$ cat src/rtl/rcwe_pkg.sv
`timescale 1ns / 1ps

package rcwe_pkg;

   localparam int unsigned DATA_W  = 32;
   localparam int unsigned SIZE_W  = 6;
   localparam int unsigned INDEX_W = 3;

   typedef enum logic [INDEX_W-1:0] {
      CSR_POLYNOMIAL    = 3'd0,
      CSR_CRC_ORDER     = 3'd1,
      CSR_WORD_WIDTH    = 3'd2,
      CSR_PRELOAD_ONES  = 3'd3,
      CSR_INVERT_RESULT = 3'd4
   } csr_index_type;

   localparam logic [DATA_W-1:0] POLYNOMIAL_RESET    = 32'h0000_0331;
   localparam logic [SIZE_W-1:0] CRC_ORDER_RESET     = 6'd10;
   localparam logic [SIZE_W-1:0] WORD_WIDTH_RESET    = 6'd10;
   localparam logic              PRELOAD_ONES_RESET  = 1'b1;
   localparam logic              INVERT_RESULT_RESET = 1'b1;

   // settings the update network needs
   typedef struct packed {
      logic [DATA_W-1:0] polynomial;
      logic [SIZE_W-1:0] word_width;
   } update_cfg_type;

endpackage

$ cat src/rtl/rcwe_update.sv
`timescale 1ns / 1ps

module rcwe_update #(
   parameter int unsigned REG_W = 32
) (
   input  rcwe_pkg::update_cfg_type     cfg,
   input  logic [REG_W-1:0]             crc_start,
   input  logic [rcwe_pkg::DATA_W-1:0]  data_word,
   output logic [REG_W-1:0]             crc_next
);
   import rcwe_pkg::*;

   // unrolled LSB-first shift; data bits at or above the word width are skipped
   always_comb begin
      logic [REG_W-1:0] c;
      logic             fb;
      c  = crc_start;
      fb = 1'b0;
      for (int i = 0; i < DATA_W; i++) begin
         if (SIZE_W'(i) < cfg.word_width) begin
            fb = c[0] ^ data_word[i];
            c  = c >> 1;
            if (fb) begin
               c = c ^ cfg.polynomial[REG_W-1:0];
            end
         end
      end
      crc_next = c;
   end

endmodule

$ cat src/rtl/reflected_crc_word_engine.sv
`timescale 1ns / 1ps
// An accepted word is registered in the input stage; a last word's CRC is then
// registered in the result stage for rsp_. Throughput: one word per cycle but for
// stalls; the unrolled shift network on the CRC register sets the cycle time.
// Stalls: a last word waits in the input stage while an earlier result is stalled.
// Reset (synchronous, active high): empties both stages, clears the CRC
// register and restores every configuration register to its default.
module reflected_crc_word_engine #(
   parameter int unsigned CRC_BITS = 32
) (
   input  logic                              clock,
   input  logic                              reset,
   input  logic                              req_valid,
   output logic                              req_stall,
   input  logic [rcwe_pkg::DATA_W-1:0]       req_data_word,
   input  logic                              req_first_word,
   input  logic                              req_last_word,
   output logic                              rsp_valid,
   input  logic                              rsp_stall,
   output logic [rcwe_pkg::DATA_W-1:0]       rsp_crc_value,
   input  logic                              csr_wen,
   input  logic [rcwe_pkg::INDEX_W-1:0]      csr_index,
   input  logic [rcwe_pkg::DATA_W-1:0]       csr_wdata
);
   import rcwe_pkg::*;

   localparam int unsigned REG_W = (CRC_BITS > 32) ? 32 : CRC_BITS;

   // configuration
   logic [DATA_W-1:0] poly_ff, poly_in;
   logic [SIZE_W-1:0] order_ff, order_in;
   logic [SIZE_W-1:0] width_ff, width_in;
   logic              preload_ones_ff, preload_ones_in;
   logic              invert_ff, invert_in;

   // input stage
   logic              s1_valid_ff, s1_valid_in;
   logic [DATA_W-1:0] s1_data_ff, s1_data_in;
   logic              s1_first_ff, s1_first_in;
   logic              s1_last_ff, s1_last_in;

   // CRC state and result stage
   logic [REG_W-1:0]  crc_ff, crc_in;
   logic              out_valid_ff, out_valid_in;
   logic [DATA_W-1:0] out_crc_ff, out_crc_in;

   logic              req_xfer, rsp_xfer, s1_adv;
   logic [DATA_W-1:0] order_mask;
   logic [REG_W-1:0]  crc_start, crc_next, crc_final;
   update_cfg_type    upd_cfg;

   always_comb begin
      poly_in         = poly_ff;
      order_in        = order_ff;
      width_in        = width_ff;
      preload_ones_in = preload_ones_ff;
      invert_in       = invert_ff;
      if (csr_wen) begin
         case (csr_index_type'(csr_index))
            CSR_POLYNOMIAL:    poly_in         = csr_wdata;
            CSR_CRC_ORDER:     order_in        = csr_wdata[SIZE_W-1:0];
            CSR_WORD_WIDTH:    width_in        = csr_wdata[SIZE_W-1:0];
            CSR_PRELOAD_ONES:  preload_ones_in = csr_wdata[0];
            CSR_INVERT_RESULT: invert_in       = csr_wdata[0];
            default: ;
         endcase
      end
   end

   always_comb begin
      for (int j = 0; j < DATA_W; j++) begin
         order_mask[j] = (SIZE_W'(j) < order_ff);
      end
   end

   // a last word may not leave the input stage while a stalled result is still held
   assign rsp_xfer  = out_valid_ff && !rsp_stall;
   assign s1_adv    = s1_valid_ff && !(s1_last_ff && out_valid_ff && rsp_stall);
   assign req_stall = s1_valid_ff && !s1_adv;
   assign req_xfer  = req_valid && !req_stall;

   always_comb begin
      s1_valid_in = s1_valid_ff;
      s1_data_in  = s1_data_ff;
      s1_first_in = s1_first_ff;
      s1_last_in  = s1_last_ff;
      if (req_xfer) begin
         s1_valid_in = 1'b1;
         s1_data_in  = req_data_word;
         s1_first_in = req_first_word;
         s1_last_in  = req_last_word;
      end else if (s1_adv) begin
         s1_valid_in = 1'b0;
      end
   end

   assign crc_start = s1_first_ff ? (preload_ones_ff ? order_mask[REG_W-1:0] : '0) : crc_ff;
   assign upd_cfg   = '{polynomial: poly_ff, word_width: width_ff};

   rcwe_update #(
      .REG_W(REG_W)
   ) u_update (
      .cfg       (upd_cfg),
      .crc_start (crc_start),
      .data_word (s1_data_ff),
      .crc_next  (crc_next)
   );

   assign crc_final = (invert_ff ? ~crc_next : crc_next) & order_mask[REG_W-1:0];

   always_comb begin
      crc_in       = s1_adv ? crc_next : crc_ff;
      out_valid_in = out_valid_ff;
      out_crc_in   = out_crc_ff;
      if (s1_adv && s1_last_ff) begin
         out_valid_in = 1'b1;
         out_crc_in   = DATA_W'(crc_final);
      end else if (rsp_xfer) begin
         out_valid_in = 1'b0;
      end
   end

   always_ff @(posedge clock) begin
      if (reset) begin
         poly_ff         <= POLYNOMIAL_RESET;
         order_ff        <= CRC_ORDER_RESET;
         width_ff        <= WORD_WIDTH_RESET;
         preload_ones_ff <= PRELOAD_ONES_RESET;
         invert_ff       <= INVERT_RESULT_RESET;
         s1_valid_ff     <= 1'b0;
         out_valid_ff    <= 1'b0;
         crc_ff          <= '0;
      end else begin
         poly_ff         <= poly_in;
         order_ff        <= order_in;
         width_ff        <= width_in;
         preload_ones_ff <= preload_ones_in;
         invert_ff       <= invert_in;
         s1_valid_ff     <= s1_valid_in;
         out_valid_ff    <= out_valid_in;
         crc_ff          <= crc_in;
      end
   end

   always_ff @(posedge clock) begin
      s1_data_ff  <= s1_data_in;
      s1_first_ff <= s1_first_in;
      s1_last_ff  <= s1_last_in;
      out_crc_ff  <= out_crc_in;
   end

   assign rsp_valid     = out_valid_ff;
   assign rsp_crc_value = out_crc_ff;

   a_accept_loads: assert property (@(posedge clock) disable iff (reset)
      req_valid && !req_stall |=> s1_valid_ff)
      else $error("accepted word did not reach the input stage");

   a_last_blocked: assert property (@(posedge clock) disable iff (reset)
      s1_valid_ff && s1_last_ff && out_valid_ff && rsp_stall |-> req_stall)
      else $error("last word advanced over a held result");

   a_result_source: assert property (@(posedge clock) disable iff (reset)
      $rose(out_valid_ff) |-> $past(s1_valid_ff && s1_last_ff))
      else $error("result appeared without a last word");

   a_crc_hold: assert property (@(posedge clock) disable iff (reset)
      !s1_valid_ff |=> $stable(crc_ff))
      else $error("CRC register changed with no word in the stage");

endmodule
$ cat config.mk
export PLATFORM = sky130hd
export DESIGN_NAME = reflected_crc_word_engine
export DESIGN_NICKNAME = d
export VERILOG_FILES = /design/src/rtl/rcwe_pkg.sv /design/src/rtl/rcwe_update.sv /design/src/rtl/reflected_crc_word_engine.sv
export SDC_FILE = /design/constraint.sdc
export NUM_CORES = 2
export LEC_CHECK = 0
export BUFFER_PORTS_ARGS = -buffer_cell sky130_fd_sc_hd__buf_2
export CAP_MARGIN = 5
export CORE_ASPECT_RATIO = 1.2
export CORE_UTILIZATION = 45
export DETAILED_ROUTE_END_ITERATION = 8
export GPL_TIMING_DRIVEN = 0
export RECOVER_POWER = 50
export SETUP_SLACK_MARGIN = 0.02
export SLEW_MARGIN = 0
export SYNTH_ARGS = -nofsm -noshare
export SYNTH_HDL_FRONTEND = slang
export SYNTH_SLANG_ARGS = --single-unit
$ cat constraint.sdc
create_clock -name clock -period 58.8 [get_ports clock]
set_input_delay 8.82 -clock clock [delete_from_list [all_inputs] [get_ports clock]]
set_output_delay 8.82 -clock clock [all_outputs]
set_load 0.005 [all_outputs]
==> results.yml <==
route:
  vias: 46504
  wirelength_mm: 182
  avgViaCountPerCell: 6.53
  route.detailed.drc: 0
  ant_nets: 0
  dr.pass1.iters: 6
  drt-initial-drc-count: 5317
  wl_per_cell_um: 25.6
power:
  power.internal_mw: 1.10
  power_frac_clock: 0.042
  finalPower_mw: 2.95
  vdd_drop_max_mv: 0.0672
  power_frac_comb: 0.916
  leakage_nw: 15.0
  seq_power_share: 0.042
  p_switching_mw: 1.85
  switching_share: 0.628
  cellPowerDensity_nw_per_um2: 70.8
synth:
  synth_top_family_by_area: "compound AO/OA/AOI/OAI gates"
  syn_inst: 5836
  async_flop_share: 0
  yosys.area_share.simple: 0.256
  avgSynthCellArea_sq_um: 6.69
  synthDistinctLibCells: 129
  yosysSeqAreaShare: 0.0918
  synth_flop_cell: "dfxtp_1"
  synth_fa_ha_area_frac: 0
  synth_compound_area_frac: 0.312
  ys_ff_latch: 146
  synth.cell_area_sq_um: 39000
  yosysWarnings: 0
  synth_xor_area_frac: 0.171
  syn_nets: 5910
  synth_edf_count: 66
  synth.area.mux_share: 0.106
floorplan:
  die_y_um: 325
  die_x_um: 271
  io_pins: 108
  dieArea_sq_um: 87900
  rows: 117
  core-area_sq_um: 85300
  initial_core_util: 0.457
cts:
  cts.clk_slew.worst_paths_ns: 0.08
  clk_path_buf_depth: 2
  clk_latency_ns: 0.49
  post_cts_buffers: 0
  ctsRootBufferMaster: "clkbuf_16"
  cts_resized: 0
  cts_tree: "yes"
  cts_made_buffers: 17
  clock-sinks: 146
  cts_hold_buffers: 0
  h-tree-depth: 4
sta:
  fin_skew_ns: 0.0388
  tns_ns: 0
  worst_pin_slew_ns: 2.49
  finalSetupViolations: 0
  slew_violations: 19
  rsz0062_at_grt: "false"
  fin_crit_sh: 0.446
  maxSlewHeadroom: -0.669
  max_freq_ghz: 0.0381
  whs_ns: 0.463
  min_period_ns: 26.25
  finalHoldViolCount: 0
global_route:
  grt_remaining_overflow: 0
  grt-busiest-layer: "met2"
  antenna_found_initial: 10
  met2_usage: 0.628
  grt.total_usage: 0.394
  grt_pass1_vias: 42463
  gr-usage-met3: 0.0602
  grt_max_degree: 20
  use_met1: 0.487
  grt_pass1_wl_mm: 267
critical_path:
  slowest_stage: "nor3_1"
  critPathCaptureType: "flip-flop"
  slowest_delay_ns: 1.11
  arrival_ns: 26.48
  worstSetupPathType: "flip-flop to flip-flop"
  start_kind: "flip-flop"
  crit_top_cell: "mux2i_1"
  cp_max_fo: 10
  critPathRequiredTime_ns: 59.03
cells_and_area:
  stdcell_count: 7119
  area_growth_pct: 6.85
  fillers: 9039
  layout_common_cells: "nand2_1 (787), nor2_1 (546), clkbuf_1 (510), xnor2_1 (473), a21oi_1 (469)"
  mostFrequentLayoutCell: "nand2_1"
  nets: 6043
  drive_gt1_frac: 0.0635
job:
  cap_violations: 1
placement:
  portBuffers: 107
  numPlacedInstances: 7079
  hpwl_mm: 142
  gp_congestion: 1.01
run_status:
  violations: "capacitance limit, slew limit"
  run_status: "finished with violations"
hold_path:
  worstHoldPathType: "flip-flop to flip-flop"
-- flip-flops by register name (all words and copies together) (netlist names), 6 cells and up --
signal	cells
crc_ff	32
poly_ff	32
rsp_crc_value	32
s1_data_ff	32
order_ff	6
width_ff	6
-- logic make-up (layout without fill, tap and decap cells) --
kind of cell,count (synthesis),in the layout
AOI/OAI and AO/OA,1780,1780
buffers and inverters,646,792
and+or+nand+nor,2133,2133
muxes,397,397
DFF,146,146
other,0,7
xor gates and xnor gates,734,734
-- routing by layer --
layer / share of wire / wire length (um)
met1: 0.39 / 71800
met2: 0.44 / 80600
met3: 0.086 / 15600
met4: 0.077 / 14000
met5: 0.000082 / 15
-- final timing paths --
| path | startpoint | end | slack [ns] | cells after the start |
|---|---|---|---|---|
| max | width_ff[5] | rsp_crc_value[2] | 32.55 | 72 |
| min reg2reg | crc_ff[24] | crc_ff[24] | 0.46 | 2 |
| min | crc_ff[24] | crc_ff[24] | 0.46 | 2 |
| max reg2reg | width_ff[5] | rsp_crc_value[2] | 32.55 | 72 |
-- layout make-up --
cell class / instances / area, sq um / share of cell area
Sequential cell: 146 / 3580 / 0.0859
Tap cell: 1130 / 1410 / 0.0339
Clock inverter: 14 / 154 / 0.00369
Inverter: 63 / 236 / 0.00567
Timing Repair Buffer: 114 / 624 / 0.0150
Multi-Input combinational cell: 5044 / 33000 / 0.790
Antenna cell: 7 / 17.5 / 0.000420
Clock buffer: 18 / 450 / 0.0108
Buffer: 583 / 2270 / 0.0545
-- synthesized netlist by cell type (all sizes together), types with 44 or more instances --
library cell / n / share of area
mux2: 56 / 0.016
nand4: 80 / 0.014
o211ai: 104 / 0.020
or3: 47 / 0.0075
xor2: 246 / 0.056
a21oi: 475 / 0.062
o31ai: 73 / 0.015
nor3: 150 / 0.020
mux2i: 337 / 0.087
a211o: 49 / 0.011
o21ai: 368 / 0.048
dfxtp: 80 / 0.041
and2: 51 / 0.0082
and3: 76 / 0.012
a31oi: 132 / 0.022
a211oi: 98 / 0.019
o211a: 47 / 0.012
edfxtp: 66 / 0.051
xnor2: 480 / 0.11
nand2b: 44 / 0.0071
clkbuf: 495 / 0.048
nor2: 549 / 0.053
nand2: 789 / 0.076
nor4: 56 / 0.011
a21o: 46 / 0.0088
buf: 88 / 0.011
inv: 59 / 0.0057
nand3: 142 / 0.019
a2111oi: 47 / 0.015
-- metrics by stage --
stage / utilization / worst slack, ns / instance area, sq um
3_5_place_dp: 0.482 / 33.60 / 41100
2_1_floorplan: - / 39.24 / 39000
3_3_place_gp: 0.480 / 33.74 / 41000
4_1_cts: 0.489 / 33.50 / 41700
5_1_grt: 0.489 / 31.51 / 41700
6_report: 0.489 / 32.55 / 41700
-- power by group through the flow --
stage          logic [mW]  registers [mW]  clock network (mW)
6_report             2.70           0.123               0.125
5_1_grt              2.90           0.124               0.129
4_1_cts              2.63           0.123               0.126
3_5_place_dp         2.62           0.125                   0
3_3_place_gp         2.60           0.126                   0
2_1_floorplan        2.00           0.123                   0
-- critical path, delay by kind of cell (launching register included) --
kind	cells	cell delay [ns]
muxes	10	4.27
xor gates and xnor gates	7	2.51
buffers and inverters	4	1.69
AOI/OAI and AO/OA	30	10.16
DFF	1	0.30
and+or+nand+nor	21	7.02
Power figures use the tool's default switching activity.
